[src/design/dcgp_pkg.sv]
// shared types, constants and codes for the dmx channel group packetizer
package dcgp_pkg;

  localparam int GROUP_SIZE_DEF  = 16;
  localparam int MAX_CHANNEL_DEF = 512;

  localparam int CODE_W  = 8;
  localparam int CH_W    = 10;
  localparam int LEVEL_W = 8;
  localparam int PID_W   = 8;
  localparam int SIZE_W  = 5;
  localparam int TDATA_W = 32;
  localparam int APB_AW  = 3;
  localparam int APB_DW  = 32;

  localparam logic [PID_W-1:0] GROUP_ID_BASE_RST = 8'h20;
  localparam logic [PID_W-1:0] COMMIT_ID_RST     = 8'h40;

  // register index, taken from paddr[2]
  localparam logic REG_GROUP_ID_BASE = 1'b0;
  localparam logic REG_COMMIT_ID     = 1'b1;

  typedef enum logic [2:0] {
    ST_IDLE,
    ST_PROC,
    ST_EMIT_OLD,
    ST_FLUSH,
    ST_COMMIT
  } state_t;

  typedef struct packed {
    logic accept;
    logic store;
    logic emit_group;
    logic emit_commit;
    logic run_last;
    logic close_group;
    logic clear_frame;
  } cmd_t;

  typedef struct packed {
    logic valid_store;
    logic change;
    logic flush_needed;
    logic dropping;
    logic eof;
    logic last_byte;
    logic out_free;
  } sts_t;

endpackage

[src/design/dcgp_cfg.sv]
// apb register block: group id base and commit id
module dcgp_cfg (
  input  logic                        clk,
  input  logic                        rst,
  input  logic                        psel,
  input  logic                        penable,
  input  logic                        pwrite,
  input  logic [dcgp_pkg::APB_AW-1:0] paddr,
  input  logic [dcgp_pkg::APB_DW-1:0] pwdata,
  output logic [dcgp_pkg::APB_DW-1:0] prdata,
  output logic                        pready,
  output logic [dcgp_pkg::PID_W-1:0]  group_id_base,
  output logic [dcgp_pkg::PID_W-1:0]  commit_id
);
  import dcgp_pkg::*;

  logic wr_en;
  logic reg_sel;

  assign pready  = 1'b1;
  assign reg_sel = paddr[2];
  assign wr_en   = psel & penable & pwrite & pready;

  always_ff @(posedge clk) begin
    if (rst) begin
      group_id_base <= GROUP_ID_BASE_RST;
      commit_id     <= COMMIT_ID_RST;
    end else if (wr_en) begin
      case (reg_sel)
        REG_GROUP_ID_BASE: group_id_base <= pwdata[PID_W-1:0];
        REG_COMMIT_ID:     commit_id     <= pwdata[PID_W-1:0];
        default:           group_id_base <= group_id_base;
      endcase
    end
  end

  always_comb begin
    case (reg_sel)
      REG_GROUP_ID_BASE: prdata = APB_DW'(group_id_base);
      REG_COMMIT_ID:     prdata = APB_DW'(commit_id);
      default:           prdata = '0;
    endcase
  end

endmodule

[src/design/dcgp_ctrl.sv]
// controller: sequences accept, store, group bursts and the commit beat
module dcgp_ctrl (
  input  logic           clk,
  input  logic           rst,
  input  logic           s_tvalid,
  output logic           s_tready,
  input  dcgp_pkg::sts_t sts,
  output dcgp_pkg::cmd_t cmd
);
  import dcgp_pkg::*;

  state_t state;
  state_t state_next;
  logic   split;

  assign split = sts.valid_store & sts.change;

  always_ff @(posedge clk) begin
    if (rst) begin
      state <= ST_IDLE;
    end else begin
      state <= state_next;
    end
  end

  always_comb begin
    state_next = state;
    case (state)
      ST_IDLE: begin
        if (s_tvalid) state_next = ST_PROC;
      end
      ST_PROC: begin
        if (split) begin
          state_next = ST_EMIT_OLD;
        end else if (sts.eof) begin
          if (sts.dropping)          state_next = ST_IDLE;
          else if (sts.flush_needed) state_next = ST_FLUSH;
          else                       state_next = ST_COMMIT;
        end else begin
          state_next = ST_IDLE;
        end
      end
      ST_EMIT_OLD: begin
        if (sts.out_free && sts.last_byte) state_next = ST_PROC;
      end
      ST_FLUSH: begin
        if (sts.out_free && sts.last_byte) state_next = ST_COMMIT;
      end
      ST_COMMIT: begin
        if (sts.out_free) state_next = ST_IDLE;
      end
      default: state_next = ST_IDLE;
    endcase
  end

  always_comb begin
    cmd      = '0;
    s_tready = 1'b0;
    case (state)
      ST_IDLE: begin
        s_tready   = 1'b1;
        cmd.accept = s_tvalid;
      end
      ST_PROC: begin
        if (!split) begin
          cmd.store       = sts.valid_store;
          cmd.clear_frame = sts.eof & sts.dropping;
        end
      end
      ST_EMIT_OLD: begin
        cmd.emit_group  = sts.out_free;
        cmd.run_last    = ~sts.eof & sts.last_byte;
        cmd.close_group = sts.out_free & sts.last_byte;
      end
      ST_FLUSH: begin
        cmd.emit_group = sts.out_free;
      end
      ST_COMMIT: begin
        cmd.emit_commit = sts.out_free;
        cmd.run_last    = 1'b1;
        cmd.clear_frame = sts.out_free;
      end
      default: cmd = '0;
    endcase
  end

endmodule

[src/design/dcgp_dp.sv]
// datapath: item registers, level buffer, frame state and output register
module dcgp_dp #(
  parameter int GROUP_SIZE  = dcgp_pkg::GROUP_SIZE_DEF,
  parameter int MAX_CHANNEL = dcgp_pkg::MAX_CHANNEL_DEF
) (
  input  logic                         clk,
  input  logic                         rst,
  input  logic [dcgp_pkg::TDATA_W-1:0] s_tdata,
  input  logic                         s_tlast,
  output logic                         m_tvalid,
  input  logic                         m_tready,
  output logic [dcgp_pkg::TDATA_W-1:0] m_tdata,
  output logic                         m_tlast,
  output logic                         m_tuser,
  input  logic [dcgp_pkg::PID_W-1:0]   group_id_base,
  input  logic [dcgp_pkg::PID_W-1:0]   commit_id,
  input  dcgp_pkg::cmd_t               cmd,
  output dcgp_pkg::sts_t               sts
);
  import dcgp_pkg::*;

  localparam int FILL_W   = $clog2(GROUP_SIZE + 1);
  localparam int IDX_W    = (GROUP_SIZE > 1) ? $clog2(GROUP_SIZE) : 1;
  localparam int NUM_GRP  = (MAX_CHANNEL - 1) / GROUP_SIZE + 1;
  localparam int GRP_W    = (NUM_GRP > 1) ? $clog2(NUM_GRP) : 1;
  localparam int RS       = CH_W + $clog2(GROUP_SIZE);
  localparam int RECIP    = (2 ** RS + GROUP_SIZE - 1) / GROUP_SIZE;
  localparam int PROD_W   = CH_W + RS + 1;
  localparam int PAD_W    = TDATA_W - 2 * PID_W - 2 * SIZE_W;

  // input beat fields
  logic [CODE_W-1:0]  in_code;
  logic [CH_W-1:0]    in_chan;
  logic [LEVEL_W-1:0] in_level;
  logic [CH_W-1:0]    chan_m1;
  logic [PROD_W-1:0]  prod;

  // latched item
  logic [GRP_W-1:0]   item_grp;
  logic               item_valid;
  logic [LEVEL_W-1:0] item_level;
  logic               item_eof;

  // frame and group state
  logic [LEVEL_W-1:0] levels [GROUP_SIZE];
  logic [FILL_W-1:0]  fill_count;
  logic [GRP_W-1:0]   open_group;
  logic               group_open;
  logic [CODE_W-1:0]  frame_code;
  logic               dropping_frame;
  logic               in_frame;
  logic [FILL_W-1:0]  byte_idx;

  logic               reopen;
  logic               room;
  logic [FILL_W-1:0]  idx_m1;
  logic [FILL_W:0]    fill_p1;
  logic [PID_W-1:0]   grp_pid;
  logic [PID_W-1:0]   beat_pid;
  logic [SIZE_W-1:0]  beat_size;
  logic [SIZE_W-1:0]  beat_index;
  logic [LEVEL_W-1:0] beat_value;
  logic               beat_plast;

  assign in_code  = s_tdata[CODE_W-1:0];
  assign in_chan  = s_tdata[CODE_W +: CH_W];
  assign in_level = s_tdata[CODE_W + CH_W +: LEVEL_W];
  assign chan_m1  = in_chan - CH_W'(1);
  assign prod     = PROD_W'(chan_m1) * PROD_W'(RECIP);

  always_ff @(posedge clk) begin
    if (cmd.accept) begin
      item_grp   <= prod[RS +: GRP_W];
      item_valid <= (in_chan != '0) && (in_chan <= CH_W'(MAX_CHANNEL));
      item_level <= in_level;
      item_eof   <= s_tlast;
    end
  end

  assign reopen = ~group_open | (item_grp != open_group);
  assign room   = fill_count < FILL_W'(GROUP_SIZE);

  always_ff @(posedge clk) begin
    if (cmd.store && (reopen || room)) begin
      levels[reopen ? '0 : fill_count[IDX_W-1:0]] <= item_level;
    end
  end

  always_ff @(posedge clk) begin
    if (rst) begin
      fill_count     <= '0;
      open_group     <= '0;
      group_open     <= 1'b0;
      frame_code     <= '0;
      dropping_frame <= 1'b0;
      in_frame       <= 1'b0;
    end else if (cmd.accept) begin
      if (!in_frame) begin
        in_frame       <= 1'b1;
        frame_code     <= in_code;
        dropping_frame <= (in_chan == '0);
        group_open     <= 1'b0;
        fill_count     <= '0;
      end
    end else if (cmd.store) begin
      open_group <= item_grp;
      group_open <= 1'b1;
      if (reopen)    fill_count <= FILL_W'(1);
      else if (room) fill_count <= fill_count + FILL_W'(1);
    end else if (cmd.close_group) begin
      group_open <= 1'b0;
      fill_count <= '0;
    end else if (cmd.clear_frame) begin
      in_frame       <= 1'b0;
      dropping_frame <= 1'b0;
      group_open     <= 1'b0;
      fill_count     <= '0;
    end
  end

  // byte position inside a group burst
  always_ff @(posedge clk) begin
    if (rst) begin
      byte_idx <= '0;
    end else if (cmd.emit_group) begin
      if (byte_idx == fill_count) byte_idx <= '0;
      else                        byte_idx <= byte_idx + FILL_W'(1);
    end
  end

  assign idx_m1  = byte_idx - FILL_W'(1);
  assign fill_p1 = {1'b0, fill_count} + (FILL_W + 1)'(1);
  assign grp_pid = group_id_base + PID_W'(open_group);

  always_comb begin
    if (cmd.emit_commit) begin
      beat_pid   = commit_id;
      beat_size  = SIZE_W'(1);
      beat_index = '0;
      beat_value = frame_code;
      beat_plast = 1'b1;
    end else begin
      beat_pid   = grp_pid;
      beat_size  = fill_p1[SIZE_W-1:0];
      beat_index = SIZE_W'(byte_idx);
      beat_value = (byte_idx == '0) ? frame_code : levels[idx_m1[IDX_W-1:0]];
      beat_plast = (byte_idx == fill_count);
    end
  end

  always_ff @(posedge clk) begin
    if (rst) begin
      m_tvalid <= 1'b0;
    end else if (cmd.emit_group || cmd.emit_commit) begin
      m_tvalid <= 1'b1;
    end else if (m_tready) begin
      m_tvalid <= 1'b0;
    end
  end

  always_ff @(posedge clk) begin
    if (cmd.emit_group || cmd.emit_commit) begin
      m_tdata <= {{PAD_W{1'b0}}, beat_value, beat_index, beat_size, beat_pid};
      m_tlast <= beat_plast;
      m_tuser <= cmd.run_last;
    end
  end

  assign sts.valid_store  = item_valid & ~dropping_frame;
  assign sts.change       = group_open & (item_grp != open_group);
  assign sts.flush_needed = ~dropping_frame &
                            (item_valid | (group_open & (fill_count != '0)));
  assign sts.dropping     = dropping_frame;
  assign sts.eof          = item_eof;
  assign sts.last_byte    = (byte_idx == fill_count);
  assign sts.out_free     = ~m_tvalid | m_tready;

endmodule

[src/design/dmx_channel_group_packetizer.sv]
// top level: dmx channel levels in, per-group packets and commit beats out
// an item is latched and processed in the next cycle; no new item until it is done
// a group change adds one output beat per stored level plus the start code
// kept frame end: flush burst if needed, commit beat; a beat a cycle unless stalled
// first output beat: item register, process state, emit state, output register
// synchronous active-high rst: idle, no frame, no group open, registers at defaults
module dmx_channel_group_packetizer #(
  parameter int GROUP_SIZE  = dcgp_pkg::GROUP_SIZE_DEF,
  parameter int MAX_CHANNEL = dcgp_pkg::MAX_CHANNEL_DEF
) (
  input  logic                         clk,
  input  logic                         rst,
  input  logic                         s_tvalid,
  output logic                         s_tready,
  // start_code[7:0], channel[17:8], level[25:18], zero pad
  input  logic [dcgp_pkg::TDATA_W-1:0] s_tdata,
  input  logic                         s_tlast,
  output logic                         m_tvalid,
  input  logic                         m_tready,
  // program_id[7:0], payload_size[12:8], byte_index[17:13], byte_value[25:18]
  output logic [dcgp_pkg::TDATA_W-1:0] m_tdata,
  output logic                         m_tlast,
  // run_last[0]
  output logic                         m_tuser,
  input  logic                         psel,
  input  logic                         penable,
  input  logic                         pwrite,
  input  logic [dcgp_pkg::APB_AW-1:0]  paddr,
  input  logic [dcgp_pkg::APB_DW-1:0]  pwdata,
  output logic [dcgp_pkg::APB_DW-1:0]  prdata,
  output logic                         pready
);
  import dcgp_pkg::*;

  logic [PID_W-1:0] group_id_base;
  logic [PID_W-1:0] commit_id;
  cmd_t             cmd;
  sts_t             sts;

  dcgp_cfg u_cfg (
    .clk           (clk),
    .rst           (rst),
    .psel          (psel),
    .penable       (penable),
    .pwrite        (pwrite),
    .paddr         (paddr),
    .pwdata        (pwdata),
    .prdata        (prdata),
    .pready        (pready),
    .group_id_base (group_id_base),
    .commit_id     (commit_id)
  );

  dcgp_ctrl u_ctrl (
    .clk      (clk),
    .rst      (rst),
    .s_tvalid (s_tvalid),
    .s_tready (s_tready),
    .sts      (sts),
    .cmd      (cmd)
  );

  dcgp_dp #(
    .GROUP_SIZE  (GROUP_SIZE),
    .MAX_CHANNEL (MAX_CHANNEL)
  ) u_dp (
    .clk           (clk),
    .rst           (rst),
    .s_tdata       (s_tdata),
    .s_tlast       (s_tlast),
    .m_tvalid      (m_tvalid),
    .m_tready      (m_tready),
    .m_tdata       (m_tdata),
    .m_tlast       (m_tlast),
    .m_tuser       (m_tuser),
    .group_id_base (group_id_base),
    .commit_id     (commit_id),
    .cmd           (cmd),
    .sts           (sts)
  );

endmodule

[config.mk]
export PLATFORM = sky130hd
export DESIGN_NAME = dmx_channel_group_packetizer
export DESIGN_NICKNAME = d
export VERILOG_FILES = /design/src/design/dcgp_pkg.sv /design/src/design/dcgp_cfg.sv /design/src/design/dcgp_ctrl.sv /design/src/design/dcgp_dp.sv /design/src/design/dmx_channel_group_packetizer.sv
export SDC_FILE = /design/constraint.sdc
export NUM_CORES = 1
export LEC_CHECK = 0
export ABC_AREA = 1
export BUFFER_PORTS_ARGS = -buffer_cell sky130_fd_sc_hd__clkbuf_2
export CAP_MARGIN = 20
export CELL_PAD_IN_SITES_DETAIL_PLACEMENT = 1
export CELL_PAD_IN_SITES_GLOBAL_PLACEMENT = 1
export CORE_MARGIN = 1
export CORE_UTILIZATION = 44
export CTS_BUF_LIST = sky130_fd_sc_hd__clkbuf_4 sky130_fd_sc_hd__clkbuf_8 sky130_fd_sc_hd__clkbuf_16
export DETAILED_ROUTE_END_ITERATION = 10
export PLACE_DENSITY = 0.83
export SETUP_SLACK_MARGIN = 0.4
export SYNTH_ARGS = -nofsm -noshare
export SYNTH_HDL_FRONTEND = slang
export SYNTH_HIERARCHICAL = 1
export SYNTH_SLANG_ARGS = --single-unit
[constraint.sdc]
create_clock -name clk -period 4.1 [get_ports clk]
set_input_delay 0.41 -clock clk [delete_from_list [all_inputs] [get_ports clk]]
set_output_delay 0.41 -clock clk [all_outputs]
set_load 0.02 [all_outputs]
==> results of run 1 <==
-- stage by stage --
stage	total power, mW	std cells
5_1_grt	5.49	1348
3_3_place_gp	3.16	1305
6_report	5.30	1348
3_5_place_dp	3.20	1305
4_1_cts	5.34	1348
2_1_floorplan	3.02	1009
-- power by group through the flow --
stage	sequential, mW	clock, mW	combinational, mW
finish	2.55	2.14	0.618
global route	2.56	2.25	0.683
CTS	2.55	2.17	0.616
detailed placement	2.59	0	0.606
global placement	2.59	0	0.576
floorplan	2.58	0	0.437
-- synthesized netlist by cell type (all sizes together) --
library cell and instances:
nand3 47, nor3 4, nor4 1, a21o 1, xnor2 7, nand4 6
clkbuf 15, or2 10, inv 74, buf 58, clkinv 1, o31ai 1
ha 9, a21oi 25, conb 3, a31o 1, xor2 12, nand3b 1
o211ai 31, nand2 140, fa 1, dfxtp 46, o21ai 104, a31oi 1
nor3b 1, edfxtp 171, nor2 210
-- cell usage in the layout, fill, tap and decap left out, drive strengths merged, types with 4 or more instances in the layout --
cell	count
o211ai	31
nor3	4
nand3	47
edfxtp	171
ha	9
a21oi	25
conb	31
inv	74
xnor2	7
xor2	12
buf	9
dfxtp	46
nand4	6
or2	10
nor2	210
o21ai	104
clkinv	11
nand2	140
clkbuf	112
-- worst register-to-register path: stages (launching register included) --
cell	delay (ns)
dfxtp_1	0.40
inv_1	0.16
ha_1	0.81
buf_4	0.42
nor2_1	0.12
o21ai_0	0.14
nand2_1	0.19
o211ai_1	0.30
nand3_1	0.13
nand2_1	0.08
inv_1	0.04
-- flip-flops by register name, summed over array words and instances, names as in the netlist, 8 cells and up --
signal	flops
u_cfg/commit_id	8
u_cfg/group_id_base	8
u_dp/item_level	8
u_dp/frame_code	8
u_dp/levels	128
u_dp/m_tdata	26
-- routing by layer --
| layer | up-vias | part of all wire |
|---|---|---|
| met4 | 0 | 0.026 |
| met1 | 3656 | 0.43 |
| met2 | 226 | 0.50 |
| met5 | - | 0 |
| met3 | 57 | 0.043 |
| li1 | 3383 | - |
-- area by class of cell --
cell class | count | area share
Clock buffer | 32 | 0.0645
Clock inverter | 11 | 0.00701
Inverter | 75 | 0.0257
Multi-Input combinational cell | 644 | 0.282
Sequential cell | 217 | 0.547
Tap cell | 280 | 0.0316
Timing Repair Buffer | 89 | 0.0423
-- worst paths after layout --
kind                                                    start                           end  cells past startpoint
worst min register to register     u_dp/in_frame$_SDFFE_PP0P_    u_dp/in_frame$_SDFFE_PP0P_                      2
worst max register to register  u_dp/byte_idx[1]$_SDFFE_PP0P_    u_dp/m_tdata[18]$_DFFE_PP_                     10
worst max-delay path            u_dp/byte_idx[1]$_SDFFE_PP0P_    u_dp/m_tdata[18]$_DFFE_PP_                     10
worst min-delay path                              s_tdata[20]  u_dp/item_level[2]$_DFFE_PP_                      1
-- cells by family after synthesis --
group | count (synthesis)
buf+inv | 148
other cells | 3
xor+xnor | 19
simple gates | 420
compound gates | 164
flops | 217
fa+ha+maj | 10
==> results_dict.tcl, run 1 <==
set metrics [dict create \
    synthSimpleGateAreaFrac 0.179 \
    start_util 0.449 \
    multi_input_area_um2 3120 \
    ys_ff_latch 217 \
    critPathMaxStageDelay_ns 0.81 \
    num-fill-cells 2492 \
    regToRegSetupSlack_ns 1.08 \
    drv_cap 0 \
    die-area_um2 23000 \
    grt_overflow_total 0 \
    status "completed" \
    yosys_warnings 6 \
    clk_pin_slew_ns 0.06 \
    drive_gt1_frac 0.157 \
    antenna_cells 0 \
    fmax_mhz 331 \
    peakVddDrop_v 0.000207 \
    cts_buffer_depth 3 \
    post_cts_buffers 0 \
    insertion_delay_ns 0.51 \
    grt_pass1_wl_mm 41.3 \
    cts_tree "built" \
    cp-end-kind "flip-flop" \
    muxShareOfSynthArea 0 \
    fin_crit_ns 3.02 \
    pwr-share-clk 0.403 \
    grt_util_met3 0.0326 \
    max-slew-margin-rel 0.314 \
    cts-hold-fix-buffers 0 \
    clock_skew_ns 0.0102 \
    clockRootBuffer "clkbuf_16" \
    h-tree-depth 1 \
    setup.worst_path.class "reg2reg" \
    final_nets 1136 \
    p_comb_frac 0.116 \
    routed_wl_mm 26.6 \
    coreArea_um2 21900 \
    final-max-slew-violation-count 0 \
    wire_per_inst_um 19.7 \
    p_leak_nw 4.42 \
    die_y_um 152 \
    required_ns 4.37 \
    crit_path_cell_trace "inv_1 -> ha_1 -> buf_4 -> nor2_1 -> o21ai_0 -> nand2_1 -> o211ai_1 -> nand3_1 -> nand2_1 -> inv_1" \
    detailed_place.area_um2 10300 \
    p_int_mw 3.94 \
    seqCellArea_um2 6060 \
    crit_arrival_ns 3.29 \
    synthToLayoutAreaGrowth_pct 12.5 \
    num_rows 54 \
    antenna_found_initial 0 \
    hold_path_class "in2reg" \
    yosysTopAreaCellShare 0.522 \
    vias 7322 \
    die_w_um 152 \
    use_met1 0.308 \
    synth_top_family_by_area "simple AND/OR/NAND/NOR gates" \
    grt.total_usage 0.238 \
    power.switching_mw 1.36 \
    fin_util 0.506 \
    p_per_area_nw_per_um2 479 \
    dp_hpwl_mm 17.4 \
    cts_sinks 217 \
    cts_buffers 24 \
    seqPwrFrac 0.481 \
    viasPerCell 5.43 \
    pin_count 144 \
    crit_slowest_cell "ha_1" \
    cp_top_family "adder cells" \
    yosysUniqueCellTypes 41 \
    dp_slack_ns 1.17 \
    finalHoldViolations 0 \
    worst_pin_slew_ns 1.03 \
    syn_area_um2 9840 \
    synth_xor_area_frac 0.0196 \
    syn_avg_cell_area_um2 10.0 \
    swShare 0.257 \
    grt_use_met2 0.417 \
    synth_area_leaders "edfxtp_1 52%, dfxtp_1 9.4%, nor2_1 7.7%" \
    synth_adder_area_share 0.0135 \
    final-setup-viol-count 0 \
    synth_compound_gate_area_share 0.0923 \
    tns_ns 0 \
    gp_congestion 0.786 \
    seq_area_frac_synth 0.616 \
    grt_max_degree 69 \
    first_iter_violations 454 \
    port_buffers 80 \
    yosysTopAreaCell "edfxtp_1" \
    start_kind "flip-flop" \
    path_max_fanout 25 \
    rsz0062_at_grt "false" \
    firstDrtPassIters 5 \
    ctsResizeCount 0 \
    fin_area_um2 11100 \
    postRouteAntennaNets 0 \
    cp_num_buf_inv 3 \
    grt_pass1_vias 7635 \
    synthCells 981 \
    min_period_over_period 0.736 \
    drc 0 \
    setup_ws_ns 1.08 \
    busiest_layer "met2" \
    hold_slack_ns 0.0730 \
]
No activity file was read; power rests on OpenSTA's default activity.
==> run 2, diff against run 1 <==
--- a/config.mk
+++ b/config.mk
@@ -11,10 +11,10 @@
 export CELL_PAD_IN_SITES_DETAIL_PLACEMENT = 1
 export CELL_PAD_IN_SITES_GLOBAL_PLACEMENT = 1
 export CORE_MARGIN = 1
-export CORE_UTILIZATION = 44
+export CORE_UTILIZATION = 40
 export CTS_BUF_LIST = sky130_fd_sc_hd__clkbuf_4 sky130_fd_sc_hd__clkbuf_8 sky130_fd_sc_hd__clkbuf_16
 export DETAILED_ROUTE_END_ITERATION = 10
-export PLACE_DENSITY = 0.83
+export PLACE_DENSITY = 0.8
 export SETUP_SLACK_MARGIN = 0.4
 export SYNTH_ARGS = -nofsm -noshare
 export SYNTH_HDL_FRONTEND = slang
==> constraint.sdc (replaced) <==
create_clock -name clk -period 2.69 [get_ports clk]
set_input_delay 0.269 -clock clk [delete_from_list [all_inputs] [get_ports clk]]
set_output_delay 0.269 -clock clk [all_outputs]
set_load 0.02 [all_outputs]
==> run 2 against run 1 <==
Register-to-register slack got worse by 0.64 ns. Clock power increased by 56%. Routed wire length decreased by 0.49%.
==> results_dict.tcl, run 2 (synthesis results as in run 1) <==
set metrics [dict create \
    status "completed" \
    grt_overflow_total 0 \
    max-slew-margin-rel 0.512 \
    die-area_um2 25200 \
    synthToLayoutAreaGrowth_pct 18.5 \
    grt_pass1_wl_mm 40.7 \
    final-setup-viol-count 0 \
    tns_ns 0 \
    final_common_cell "nor2_1" \
    cts_sinks 217 \
    gp_congestion 0.787 \
    fin_util 0.481 \
    cts_tree "built" \
    crit_arrival_ns 2.51 \
    finalHoldViolations 0 \
    cts_buffers 24 \
    vias 7264 \
    p_leak_nw 4.67 \
    antenna_found_initial 0 \
    start_util 0.406 \
    setup_ws_ns 0.444 \
    critPathMaxStageDelay_ns 0.42 \
    grt_pass1_vias 7559 \
    drc 0 \
    crit_slowest_cell "dfxtp_1" \
    port_buffers 80 \
    p_per_area_nw_per_um2 707 \
    die_w_um 159 \
    hold_path_class "in2reg" \
    crit_path_cell_trace "inv_2 -> ha_4 -> buf_12 -> nor2_1 -> o21ai_0 -> o21ai_1 -> o211ai_1 -> nand3_1 -> nand2_1 -> inv_1" \
    worst_pin_slew_ns 0.732 \
    insertion_delay_ns 0.52 \
    clockRootBuffer "clkbuf_16" \
    required_ns 2.95 \
    cp-end-kind "flip-flop" \
    clock_skew_ns 0.0143 \
    grt.total_usage 0.205 \
    first_iter_violations 514 \
    viasPerCell 5.04 \
    h-tree-depth 1 \
    antenna_cells 0 \
    peakVddDrop_v 0.000359 \
    setup.worst_path.class "reg2reg" \
    wire_per_inst_um 18.4 \
    rsz0062_at_grt "true" \
    min_period_over_period 0.835 \
    cts_buffer_depth 3 \
    num_rows 57 \
    p_total_mw 8.24 \
    pin_count 144 \
    firstDrtPassIters 5 \
    fin_crit_ns 2.25 \
    postRouteAntennaNets 0 \
    clk_pin_slew_ns 0.06 \
    dp_slack_ns 0.342 \
    final_nets 1183 \
    drv_cap 0 \
    most-common-layout-cells "197 x nor2_1, 171 x edfxtp_1, 134 x nand2_1" \
    largest_reg_flops 128 \
    coreArea_um2 24200 \
    path_max_fanout 17 \
    start_kind "flip-flop" \
    drive_gt1_frac 0.197 \
    dp_hpwl_mm 17.4 \
    die_y_um 159 \
    fmax_mhz 445 \
    grt_max_degree 39 \
    final-max-slew-violation-count 0 \
    routed_wl_mm 26.4 \
]
==> run 2: power breakdown <==
| part | internal (mW) | switching, mW |
|---|---|---|
| Clock | 2.01 | 1.32 |
| Combinational | 0.349 | 0.678 |
| Sequential | 3.77 | 0.119 |
| Total | 6.13 | 2.11 |
==> run 2: cell type report <==
type | instances | area (um^2)
sequential | 217 | 6060
tap | 324 | 405
fill | 2749 | 12600
clock buffer | 35 | 743
clock inverter | 9 | 72.6
inverter | 75 | 287
timing repair buffer | 136 | 912
multi-input combinational | 644 | 3180
==> run 2: per-stage QoR <==
step / instances / hold WS, ns / instance area (um^2)
2_1_floorplan: 1009 / 0.338 / 9950
3_3_place_gp: 1376 / 0.448 / 10600
3_5_place_dp: 1376 / 0.449 / 10600
4_1_cts: 1437 / 0.00306 / 11500
5_1_grt: 1440 / 0.0368 / 11700
6_report: 1440 / 0.0286 / 11700
==> run 2: critical path: cells and delay by family (launching register included) <==
family                     cells  cell delay, ns
AOI/OAI and AO/OA              3            0.57
DFF                            1            0.42
adders and majority gates      1            0.35
buffers and inverters          3            0.34
and+or+nand+nor                3            0.29
==> run 2: repair_timing <==
item	4_1_cts	5_1_grt
endpoints found under the setup margin	11	141
setup buffers	0	2
resized for setup	5	21
endpoints found under the hold margin	17	0
pin swaps	0	4
gates cloned	0	1
hold buffers	17	0
==> run 2: routing by layer <==
metal / GRT usage / part of all wire / vias up
met5: 0 / 0 / -
met4: 0.0715 / 0.026 / 0
met3: 0.0256 / 0.040 / 49
met2: 0.355 / 0.51 / 197
met1: 0.263 / 0.43 / 3543
li1: - / - / 3475
==> run 2: final timing paths <==
check / from / to / slack [ns] / cells after the start
worst min register to register: u_dp/in_frame$_SDFFE_PP0P_ / u_dp/in_frame$_SDFFE_PP0P_ / 0.47 / 2
worst min-delay path: s_tdata[5] / u_dp/frame_code[5]$_SDFFE_PP0P_ / 0.03 / 3
worst max register to register: u_dp/byte_idx[1]$_SDFFE_PP0P_ / u_dp/m_tdata[25]$_DFFE_PP_ / 0.44 / 10
worst max-delay path: u_dp/byte_idx[1]$_SDFFE_PP0P_ / u_dp/m_tdata[25]$_DFFE_PP_ / 0.44 / 10
==> run 3, diff against run 2 <==
--- a/config.mk
+++ b/config.mk
@@ -11,10 +11,10 @@
 export CELL_PAD_IN_SITES_DETAIL_PLACEMENT = 1
 export CELL_PAD_IN_SITES_GLOBAL_PLACEMENT = 1
 export CORE_MARGIN = 1
-export CORE_UTILIZATION = 40
+export CORE_UTILIZATION = 44
 export CTS_BUF_LIST = sky130_fd_sc_hd__clkbuf_4 sky130_fd_sc_hd__clkbuf_8 sky130_fd_sc_hd__clkbuf_16
 export DETAILED_ROUTE_END_ITERATION = 10
-export PLACE_DENSITY = 0.8
+export PLACE_DENSITY = 0.83
 export SETUP_SLACK_MARGIN = 0.4
 export SYNTH_ARGS = -nofsm -noshare
 export SYNTH_HDL_FRONTEND = slang
==> constraint.sdc (replaced) <==
create_clock -name clk -period 2.2 [get_ports clk]
set_input_delay 0.22 -clock clk [delete_from_list [all_inputs] [get_ports clk]]
set_output_delay 0.22 -clock clk [all_outputs]
set_load 0.02 [all_outputs]
==> run 3 against run 2 <==
The flow now finishes with violations (hold timing, setup timing). Core utilization increased by 13 points. Via count increased by 19%. Clock-buffer cell count fell by 2. Final cell count up 1.6%. Fmax down 5.0%. Power grew 30%. Critical path depth rose by 2.
==> results_dict.tcl, run 3 (synthesis results as in run 1) <==
set metrics [dict create \
    status "finished, violations left" \
    violations "hold timing, setup timing" \
    vias 8676 \
    clk_pin_slew_ns 0.07 \
    tns_ns -1.74 \
    num_rows 54 \
    final-max-slew-violation-count 0 \
    required_ns 2.65 \
    cts_buffers 24 \
    routed_wl_mm 39.2 \
    fmax_mhz 423 \
    wire_per_inst_um 26.8 \
    die_w_um 152 \
    die-area_um2 23000 \
    final_common_cell "edfxtp_1" \
    cts_tree "built" \
    finalHoldViolations 1 \
    drv_cap 0 \
    p_per_area_nw_per_um2 805 \
    first_iter_violations 726 \
    regToRegSetupSlack_ns -0.16 \
    worstRegToRegCells 12 \
    p_int_mw 7.54 \
    clock_skew_ns 0.0265 \
    crit_arrival_ns 2.81 \
    postRouteAntennaNets 0 \
    hp-start "s_tdata[16]" \
    start_kind "flip-flop" \
    insertion_delay_ns 0.54 \
    antenna_found_initial 0 \
    drc 0 \
    clockRootBuffer "clkbuf_16" \
    detailed_place.area_um2 10700 \
    grt_overflow_total 0 \
    cp-startpoint "u_dp/item_grp[4]$_DFFE_PP_" \
    setup_ws_ns -0.163 \
    hold_depth 4 \
    firstDrtPassIters 7 \
    grt.total_usage 0.300 \
    grt_pass1_vias 8669 \
    swShare 0.294 \
    p_leak_nw 5.24 \
    drive_gt1_frac 0.354 \
    setup.worst_path.class "reg2reg" \
    synthToLayoutAreaGrowth_pct 34.9 \
    largest_reg_flops 128 \
    dp_hpwl_mm 18.0 \
    pwr-share-clk 0.370 \
    hold_path_class "in2reg" \
    final_nets 1250 \
    h-tree-depth 1 \
    coreArea_um2 21900 \
    p_total_mw 10.7 \
    worst_pin_slew_ns 0.811 \
    seqPwrFrac 0.448 \
    viasPerCell 5.93 \
    dp.cells 1330 \
    gp_congestion 0.840 \
    rsz0062_at_grt "true" \
    fin_area_um2 13300 \
    r2r-start "u_dp/item_grp[4]$_DFFE_PP_" \
    fin_crit_ns 2.36 \
    min_period_over_period 1.07 \
    cts_buffer_depth 3 \
    hold_slack_ns -0.00477 \
    final-setup-viol-count 48 \
    grt_pass1_wl_mm 50.7 \
    pin_count 144 \
    final_cells 1463 \
    max-slew-margin-rel 0.459 \
    most-common-layout-cells "171 x edfxtp_1, 156 x nor2_1, 110 x nand2_1" \
    start_util 0.449 \
    antenna_cells 0 \
    port_buffers 80 \
    die_y_um 152 \
    path_max_fanout 5 \
    p_comb_frac 0.182 \
    peakVddDrop_v 0.000545 \
    grt_max_degree 65 \
    cp-end-kind "flip-flop" \
    power.switching_mw 3.14 \
    cts_sinks 217 \
]
-- run 3: cell count changes in the layout (fill, tap and decap cells not counted), moves of 9 or more --
cell	change
buf_12	+21
inv_1	-14
nand2_2	+11
nor2_1	-41
nand3_1	-9
nand2_1	-24
buf_4	+23
a21oi_2	+9
nor2_4	+33
o21ai_0	-29
dfxtp_1	-9
a21oi_1	-11
buf_6	+16
o21ai_2	+21
-- run 3: critical path: stages (launching register included) --
cell and delay [ns]:
edfxtp_1 0.47, xnor2_2 0.24, nand3_4 0.14, nor2_4 0.18
nor2_4 0.06, nor2_4 0.17, buf_6 0.13, inv_6 0.04
nor2_4 0.18, nand4_1 0.25, nand2_4 0.18, nand2_1 0.08
a21oi_1 0.15
-- run 3: area by class of cell --
| type | instances | area [um^2] |
|---|---|---|
| inverters | 75 | 330 |
| clock inverters | 11 | 47.5 |
| clock buffers | 33 | 686 |
| fillers | 2319 | 8620 |
| repair buffers | 203 | 1830 |
| flip-flops and latches | 217 | 6080 |
| multi-input cells | 644 | 3940 |
| well taps | 280 | 350 |
-- run 3: worst paths after layout --
kind,endpoint
worst max-delay path,u_dp/fill_count[4]$_SDFFE_PP0P_
worst min-delay path,u_dp/dropping_frame$_SDFFE_PP0P_
worst max register to register,u_dp/fill_count[4]$_SDFFE_PP0P_
worst min register to register,u_dp/in_frame$_SDFFE_PP0P_
-- run 3: power by group through the flow --
stage / combinational, mW / clock (mW) / sequential (mW)
floorplan: 0.874 / 0 / 4.81
global placement: 1.21 / 0 / 4.82
detailed placement: 1.27 / 0 / 4.83
CTS: 1.58 / 3.81 / 4.75
global route: 2.03 / 4.09 / 4.79
finish: 1.95 / 3.95 / 4.78
-- run 3: routing by layer --
| metal | GRT usage | wire (um) |
|---|---|---|
| met1 | 0.346 | 14100 |
| met2 | 0.534 | 19900 |
| met5 | 0 | 0 |
| met4 | 0.145 | 2310 |
| met3 | 0.0569 | 2840 |
-- run 3: through the flow --
step,utilization,setup WS [ns]
after detailed placement,0.490,-0.0865
after global placement,0.490,0.0129
after floorplan,-,0.310
after CTS,0.573,0.0491
after global routing,0.606,-0.250
final,0.606,-0.163
-- run 3: what timing repair did --
action	in CTS	in global routing
endpoints found under the setup margin	183	188
buffers inserted	41	25
hold buffers	20	0
cloned	3	0
pin swaps	66	71
endpoints found under the hold margin	20	0
gates resized for setup	108	136
